## src/design/b64d_pkg.sv

```systemverilog
`timescale 1ns / 1ps
// ----------------------------------------------------------------------------
// b64d_pkg
// Shared types and constants for the base64 stream decoder: the input and
// output transfer payloads and the job record passed from front to back.
// ----------------------------------------------------------------------------
package b64d_pkg;

  // Default depth of the job queue between front and back
  localparam int unsigned JobQueueDepth = 4;

  // Most bytes one character can release
  localparam int unsigned MaxBytesPerJob = 3;

  // One character of the encoded text
  typedef struct packed {
    logic [7:0] char_in;
    logic       end_of_text;
  } in_item_t;

  // One result of the decoder
  typedef struct packed {
    logic [7:0] data_byte;
    logic       byte_valid;
    logic       message_end;
  } out_item_t;

  // Work for the back end: bytes[0] goes out first, cnt bytes are live.
  // cnt of zero with eot set is a byteless end marker.
  typedef struct packed {
    logic [MaxBytesPerJob-1:0][7:0] bytes;
    logic [1:0]                     cnt;
    logic                           eot;
  } job_t;

endpackage

```

## src/design/b64d_front.sv

```systemverilog
`timescale 1ns / 1ps
// ----------------------------------------------------------------------------
// b64d_front
// Input side: classifies each character, gathers sextets into groups and
// turns each accepted character into a job of zero to three bytes.
// ----------------------------------------------------------------------------
module b64d_front (
  input  logic              clk_i,
  input  logic              rst_ni,
  input  logic              in_valid_i,
  output logic              in_stall_o,
  input  b64d_pkg::in_item_t in_data_i,
  input  logic              q_full_i,
  output logic              push_o,
  output b64d_pkg::job_t    job_o
);
  import b64d_pkg::*;

  // Alphabet anchors
  localparam logic [7:0] CharUpperA = 8'h41;
  localparam logic [7:0] CharUpperZ = 8'h5A;
  localparam logic [7:0] CharLowerA = 8'h61;
  localparam logic [7:0] CharLowerZ = 8'h7A;
  localparam logic [7:0] CharDigit0 = 8'h30;
  localparam logic [7:0] CharDigit9 = 8'h39;
  localparam logic [7:0] CharPlus   = 8'h2B;
  localparam logic [7:0] CharSlash  = 8'h2F;
  // Offsets that move each range to its sextet value
  localparam logic [7:0] LowerOffset = 8'd71;  // 'a' - 26
  localparam logic [7:0] DigitOffset = 8'd4;   // 52 - '0'

  // Sextet value in [5:0], bit 6 set for anything outside the alphabet
  function automatic logic [6:0] sextet_of(input logic [7:0] c);
    logic [7:0] t;
    logic [6:0] r;
    begin
      t = 8'h00;
      r = 7'h40;
      if (c >= CharUpperA && c <= CharUpperZ) begin
        t = c - CharUpperA;
        r = {1'b0, t[5:0]};
      end else if (c >= CharLowerA && c <= CharLowerZ) begin
        t = c - LowerOffset;
        r = {1'b0, t[5:0]};
      end else if (c >= CharDigit0 && c <= CharDigit9) begin
        t = c + DigitOffset;
        r = {1'b0, t[5:0]};
      end else if (c == CharPlus) begin
        r = 7'd62;
      end else if (c == CharSlash) begin
        r = 7'd63;
      end
      sextet_of = r;
    end
  endfunction

  // Bytes of a partial group: one fewer than its sextet count
  function automatic job_t flush_job(input logic [1:0] gc, input logic [17:0] st,
                                     input logic eot);
    job_t j;
    begin
      j          = '0;
      j.eot      = eot;
      j.bytes[1] = st[9:2];
      if (gc == 2'd3) begin
        j.cnt      = 2'd2;
        j.bytes[0] = st[17:10];
      end else if (gc == 2'd2) begin
        j.cnt      = 2'd1;
        j.bytes[0] = st[11:4];
      end
      flush_job = j;
    end
  endfunction

  logic [1:0]  gc_q, gc_d, gc_step;
  logic [17:0] st_q, st_d, st_step;
  logic        stop_q, stop_d, stop_step;
  logic [6:0]  sx;
  logic        accept;
  job_t        job;

  assign in_stall_o = q_full_i;
  assign accept     = in_valid_i && !in_stall_o;

  // Group state update and job build for one character
  always_comb begin
    sx        = sextet_of(in_data_i.char_in);
    gc_step   = gc_q;
    st_step   = st_q;
    stop_step = stop_q;
    job       = '0;
    job.eot   = in_data_i.end_of_text;
    if (!stop_q) begin
      if (!sx[6]) begin
        if (gc_q == 2'd3) begin
          // group complete: three bytes out
          job.cnt      = 2'd3;
          job.bytes[0] = st_q[17:10];
          job.bytes[1] = {st_q[9:2]};
          job.bytes[2] = {st_q[1:0], sx[5:0]};
          gc_step      = 2'd0;
          st_step      = '0;
        end else begin
          st_step = {st_q[11:0], sx[5:0]};
          gc_step = gc_q + 2'd1;
        end
      end else begin
        // stop character: flush partial group
        job       = flush_job(gc_q, st_q, in_data_i.end_of_text);
        gc_step   = 2'd0;
        st_step   = '0;
        stop_step = 1'b1;
      end
    end
    gc_d   = gc_step;
    st_d   = st_step;
    stop_d = stop_step;
    if (in_data_i.end_of_text) begin
      if (job.cnt == 2'd0 && !stop_step) begin
        job = flush_job(gc_step, st_step, 1'b1);
      end
      gc_d   = 2'd0;
      st_d   = '0;
      stop_d = 1'b0;
    end
  end

  // Only characters that release something go into the queue
  assign push_o = accept && (job.cnt != 2'd0 || job.eot);
  assign job_o  = job;

  always_ff @(posedge clk_i or negedge rst_ni) begin
    if (!rst_ni) begin
      gc_q   <= 2'd0;
      st_q   <= '0;
      stop_q <= 1'b0;
    end else if (accept) begin
      gc_q   <= gc_d;
      st_q   <= st_d;
      stop_q <= stop_d;
    end
  end

endmodule

```

## src/design/b64d_fifo.sv

```systemverilog
`timescale 1ns / 1ps
// ----------------------------------------------------------------------------
// b64d_fifo
// Short job queue between front and back; head is visible while not empty.
// ----------------------------------------------------------------------------
module b64d_fifo #(
  parameter int unsigned Depth = b64d_pkg::JobQueueDepth
) (
  input  logic           clk_i,
  input  logic           rst_ni,
  input  logic           push_i,
  input  b64d_pkg::job_t data_i,
  output logic           full_o,
  input  logic           pop_i,
  output b64d_pkg::job_t data_o,
  output logic           empty_o
);
  import b64d_pkg::*;

  localparam int unsigned AddrW = (Depth > 1) ? $clog2(Depth) : 1;
  localparam int unsigned CntW  = $clog2(Depth + 1);
  localparam logic [AddrW-1:0] LastAddr = AddrW'(Depth - 1);
  localparam logic [CntW-1:0]  FullCnt  = CntW'(Depth);

  job_t             mem_q [Depth];
  logic [AddrW-1:0] wr_ptr_q, rd_ptr_q;
  logic [CntW-1:0]  cnt_q;
  logic             do_push, do_pop;

  assign full_o  = (cnt_q == FullCnt);
  assign empty_o = (cnt_q == '0);
  assign do_push = push_i && !full_o;
  assign do_pop  = pop_i && !empty_o;
  assign data_o  = mem_q[rd_ptr_q];

  // Pointers and fill count
  always_ff @(posedge clk_i or negedge rst_ni) begin
    if (!rst_ni) begin
      wr_ptr_q <= '0;
      rd_ptr_q <= '0;
      cnt_q    <= '0;
    end else begin
      if (do_push) begin
        wr_ptr_q <= (wr_ptr_q == LastAddr) ? '0 : wr_ptr_q + AddrW'(1);
      end
      if (do_pop) begin
        rd_ptr_q <= (rd_ptr_q == LastAddr) ? '0 : rd_ptr_q + AddrW'(1);
      end
      if (do_push && !do_pop) begin
        cnt_q <= cnt_q + CntW'(1);
      end else if (do_pop && !do_push) begin
        cnt_q <= cnt_q - CntW'(1);
      end
    end
  end

  // Entry storage, no reset needed
  always_ff @(posedge clk_i) begin
    if (do_push) begin
      mem_q[wr_ptr_q] <= data_i;
    end
  end

endmodule

```

## src/design/b64d_back.sv

```systemverilog
`timescale 1ns / 1ps
// ----------------------------------------------------------------------------
// b64d_back
// Output side: walks the head job one byte per transfer into an output
// register, marks the last result of a text and retires the job.
// ----------------------------------------------------------------------------
module b64d_back (
  input  logic               clk_i,
  input  logic               rst_ni,
  input  b64d_pkg::job_t     head_i,
  input  logic               head_valid_i,
  output logic               pop_o,
  output logic               out_valid_o,
  input  logic               out_stall_i,
  output b64d_pkg::out_item_t out_data_o
);
  import b64d_pkg::*;

  logic [1:0] idx_q, idx_d;
  logic       out_valid_q, out_valid_d;
  out_item_t  out_q, res;
  logic       load, last, has_bytes;

  assign load      = head_valid_i && (!out_valid_q || !out_stall_i);
  assign has_bytes = (head_i.cnt != 2'd0);
  assign last      = !has_bytes || (idx_q == head_i.cnt - 2'd1);
  assign pop_o     = load && last;

  // Next result from the head job
  always_comb begin
    res.data_byte   = has_bytes ? head_i.bytes[idx_q] : 8'h00;
    res.byte_valid  = has_bytes;
    res.message_end = last && head_i.eot;
    idx_d           = idx_q;
    out_valid_d     = out_valid_q;
    if (load) begin
      idx_d       = last ? 2'd0 : idx_q + 2'd1;
      out_valid_d = 1'b1;
    end else if (!out_stall_i) begin
      out_valid_d = 1'b0;
    end
  end

  always_ff @(posedge clk_i or negedge rst_ni) begin
    if (!rst_ni) begin
      idx_q       <= 2'd0;
      out_valid_q <= 1'b0;
    end else begin
      idx_q       <= idx_d;
      out_valid_q <= out_valid_d;
    end
  end

  // Output payload register
  always_ff @(posedge clk_i) begin
    if (load) begin
      out_q <= res;
    end
  end

  assign out_valid_o = out_valid_q;
  assign out_data_o  = out_q;

endmodule

```

## src/design/base64_stream_decoder_core.sv

```systemverilog
`timescale 1ns / 1ps
// ----------------------------------------------------------------------------
// base64_stream_decoder_core
// Streaming base64 decoder: one character in, decoded bytes out.
// ----------------------------------------------------------------------------
// Takes one character per cycle. Each character releases zero to three
// results (a full group of four gives three bytes; a stop or end of text
// flushes a partial group; an end of text with nothing pending gives one
// byteless marker). Results leave one per cycle, when the receiver does not
// stall, from an output register; each passes the job queue and then that
// register. Input stalls only when the job queue (QueueDepth entries) is full,
// which happens when the output side has been stalled; the output rate of one
// result per cycle is what sets the sustained character rate.
module base64_stream_decoder_core #(
  parameter int unsigned QueueDepth = b64d_pkg::JobQueueDepth
) (
  input  logic                clk_i,
  input  logic                rst_ni,
  input  logic                in_valid_i,
  output logic                in_stall_o,
  input  b64d_pkg::in_item_t  in_data_i,
  output logic                out_valid_o,
  input  logic                out_stall_i,
  output b64d_pkg::out_item_t out_data_o
);
  import b64d_pkg::*;

  logic push, full, pop, empty;
  job_t job_in, job_head;

  // Character classification and grouping
  b64d_front u_front (
    .clk_i      (clk_i),
    .rst_ni     (rst_ni),
    .in_valid_i (in_valid_i),
    .in_stall_o (in_stall_o),
    .in_data_i  (in_data_i),
    .q_full_i   (full),
    .push_o     (push),
    .job_o      (job_in)
  );

  // Job queue
  b64d_fifo #(
    .Depth (QueueDepth)
  ) u_fifo (
    .clk_i   (clk_i),
    .rst_ni  (rst_ni),
    .push_i  (push),
    .data_i  (job_in),
    .full_o  (full),
    .pop_i   (pop),
    .data_o  (job_head),
    .empty_o (empty)
  );

  // Byte serializer and output register
  b64d_back u_back (
    .clk_i        (clk_i),
    .rst_ni       (rst_ni),
    .head_i       (job_head),
    .head_valid_i (!empty),
    .pop_o        (pop),
    .out_valid_o  (out_valid_o),
    .out_stall_i  (out_stall_i),
    .out_data_o   (out_data_o)
  );

endmodule

```

## config.mk

```make
export PLATFORM = sky130hd
export DESIGN_NAME = base64_stream_decoder_core
export DESIGN_NICKNAME = d
export VERILOG_FILES = /design/src/design/b64d_pkg.sv /design/src/design/b64d_front.sv /design/src/design/b64d_fifo.sv /design/src/design/b64d_back.sv /design/src/design/base64_stream_decoder_core.sv
export SDC_FILE = /design/constraint.sdc
export NUM_CORES = 1
export LEC_CHECK = 0
export BUFFER_PORTS_ARGS = -buffer_cell sky130_fd_sc_hd__buf_2
export CORE_UTILIZATION = 53
export CTS_CLUSTER_SIZE = 24
export DETAILED_ROUTE_END_ITERATION = 6
export GPL_TIMING_DRIVEN = 1
export PLACE_DENSITY = 0.7
export SLEW_MARGIN = 20
export SYNTH_ARGS = -nofsm -noshare
export SYNTH_HDL_FRONTEND = slang
export SYNTH_SLANG_ARGS = --single-unit
```

## constraint.sdc

```tcl
create_clock -name clk_i -period 5.4 [get_ports clk_i]
set_input_delay 0.54 -clock clk_i [delete_from_list [all_inputs] [get_ports clk_i]]
set_output_delay 0.54 -clock clk_i [all_outputs]
set_load 0.005 [all_outputs]
```

==> impl_metrics.csv <==
group,metric,value,unit
cells_and_area,diodes,0,
synth,netlist.area_leader.share,51.4,%
placement,hpwl,8980,um
timing,finalHoldViolCount,0,
synth,synth-warning-count,0,
routing,wl_met3,1000,um
grt,overflow,0,
synth,synth_ff_type,"edfxtp_1",
cts,cts_tree,"yes",
routing,dr_wl_met2,6680,um
timing,drv_slew,0,
synth,syn_area,0.00689,mm2
floorplanning,die_h,116,um
power,p_leak,2.84,nW
cts,cts.sinks,149,
cts,post-cts-setup-buffers,0,
grt,grt_pass1_wl,21900,um
synth,synthXorXnorAreaFrac,1.02,%
routing,drt_iter0_drc,276,
timing,finalCritPeriodShare,69.9,%
setup_path,cp_max_fo,18,
cells_and_area,area_growth,13.2,%
timing,fin_crit,3780,ps
floorplanning,core,0.0127,mm2
routing,totalWireLength,13700,um
routing,top_layer,"met4",
cts,cts_inserted_buffers,17,
synth,syn_nets,508,
timing,timing.hold.ws,194,ps
cells_and_area,fillers,947,
setup_path,endpoint_kind,"flop",
timing,tns,0,ps
cts,h-tree-depth,4,
timing,finalSetupViolations,0,
grt,grt_pass1_vias,4120,
cells_and_area,layout.cells.most_common,"edfxtp_1",
timing,fmax,265,MHz
routing,dr.pass1.iters,5,
synth,synth-seq-area-share,62.7,%
cts,cts.repair.resized,0,
setup_path,reg2regPathDepth,14,
synth,async_flop_share,20.8,%
synth,synth_edf_count,118,
synth,syn_area_per_cell,14.5,um2
floorplanning,ios,25,
timing,setup_ws,1620,ps
timing,slew_headroom,36.9,%
floorplanning,start_util,54.4,%
placement,post_dp_cell_area,0.00718,mm2
routing,drc,0,
grt,track_usage,22.6,%
cts,cts-hold-fix-buffers,0,
floorplanning,die_width,116,um
synth,synth_top_area_cell,"edfxtp_1",
setup_path,arrival,4110,ps
routing,wl_met1,5800,um
routing,viasPerCell,6.03,
synth,netlist_instances,476,
timing,tightest_slew,935,ps
placement,port_buffers,24,
status,outcome,"finished, final reports clean",
timing,rsz0062_at_grt,"no",
synth,synth_seq_cells,149,
cts,cts_root_buffer,"clkbuf_16",
routing,dr_total_vias,4146,
routing,wl_per_cell,20.0,um
setup_path,critPathLaunchType,"input port",
synth,synth-compound-area-share,10.4,%
cells_and_area,nNetsFinal,535,
cts,path_clk_slew,60,ps
synth,synthSimpleGateAreaFrac,8.76,%
min_path,holdCritPathClass,"input port to asynchronous set/reset pin",
setup_path,worstPathRequired,5740,ps
synth,synth_top_family_by_area,"multiplexers",
placement,post-place-ws,1300,ps
timing,finalClockSkew,5.64,ps
routing,route.antenna.remaining_nets,0,
synth,synthMuxAreaShare,11.0,%
power,ir_drop,0.281,mV
synth,synthAdderAreaFrac,3.56,%
synth,synthTopCellsByArea,"edfxtp_1 (51%), dfrtp_1 (11%), mux4_2 (8.8%), ha_1 (3.3%), nor2_1 (2.3%)",
cts,clk_path_buf_depth,2,
cells_and_area,drive_above_1_share,20.7,%
synth,ys_types,64,
power,powerDensity,470,mW/mm2
floorplanning,die_area,0.0135,mm2
placement,gp_congestion,0.924,
run,cap_violations,0,
grt,antenna_found_initial,0,
cells_and_area,most-common-layout-cells,"edfxtp_1 (118), nor2_1 (42), dfrtp_1 (30)",
cts,clk_latency,410,ps
grt,grt_max_degree,32,
setup_path,worstSetupPathType,"input port to flop",
floorplanning,num_rows,41,
cells_and_area,fin_area,0.00780,mm2
Yosys cell counts, drive strengths merged (9+ instances only):
master	instances
nor3	11
inv	22
ha	18
edfxtp	118
and2	9
dfrtp	31
nor2	43
o21ai	20
a22o	14
nand2	16
clkbuf	16
mux4	27
nor2b	9
a21oi	24
power by group:
group,internal (mW),switching (mW)
Combinational,0.421,0.462
Sequential,1.42,0.152
Clock,0.793,0.423
Total,2.63,1.04
kinds of logic after synthesis:
kind of cell,count (synthesis)
xor gates and xnor gates,8
adders and majority gates,19
and+or+nand+nor,118
DFF,149
muxes,41
buffers and inverters,45
AOI/OAI and AO/OA,96
worst max-delay path, cell delays in order:
cell and delay [ps]:
buf_2 150, inv_1 110, ha_1 260, nand2b_1 160, a22oi_1 200, o22ai_1 270
a211oi_4 670, nand2_1 310, a21oi_4 260, ha_1 230, inv_1 70, fa_1 430
xor2_1 170, nor2_1 120, xor2_1 150
through the flow:
step                      util, %  std cells  power (mW)
after global placement       56.7        656        2.46
after floorplan                 -        476        2.22
after detailed placement     56.7        656        2.49
final                        61.5        688        3.67
after global routing         61.5        688        3.86
after CTS                    61.5        688        3.70
sequential cells by signal, summed over array words and instances (netlist names):
register            cells
u_fifo.cnt_q            3
u_back.out_valid_o      1
u_fifo.mem_q          108
u_front.st_q           18
u_fifo.wr_ptr_q         2
u_front.gc_q            2
u_fifo.rd_ptr_q         2
u_back.idx_q            2
u_back.out_data_o      10
u_front.stop_q          1
metal layers:
metal / GRT usage [%] / vias up
met1: 30.4 / 2085
met5: 0 / -
met3: 6.01 / 21
met2: 36.0 / 151
li1: - / 1889
met4: 7.26 / 0
cell type report:
type | count | area, um2 | area share (%)
repair buffers | 31 | 173 | 2.21
multi-input cells | 282 | 2390 | 30.7
flip-flops and latches | 149 | 4320 | 55.4
well taps | 172 | 215 | 2.76
clock buffers | 22 | 464 | 5.95
inverters | 22 | 82.6 | 1.06
clock inverters | 10 | 153 | 1.96
path summary, 6_finish.rpt:
kind                                    startpoint                  to  slack (ps)
worst max-delay path                  in_data_i[1]     u_fifo.cnt_q[2]        1620
worst min-delay path                        rst_ni     u_front.gc_q[0]         190
worst max register to register  u_fifo.rd_ptr_q[0]     u_fifo.cnt_q[2]        1870
worst min register to register  u_back.out_valid_o  u_back.out_valid_o         490
max in group asynchronous                   rst_ni  u_fifo.rd_ptr_q[0]        4670
min in group clk_i                     out_stall_i  u_back.out_valid_o         340
Power figures use the tool's default switching activity.
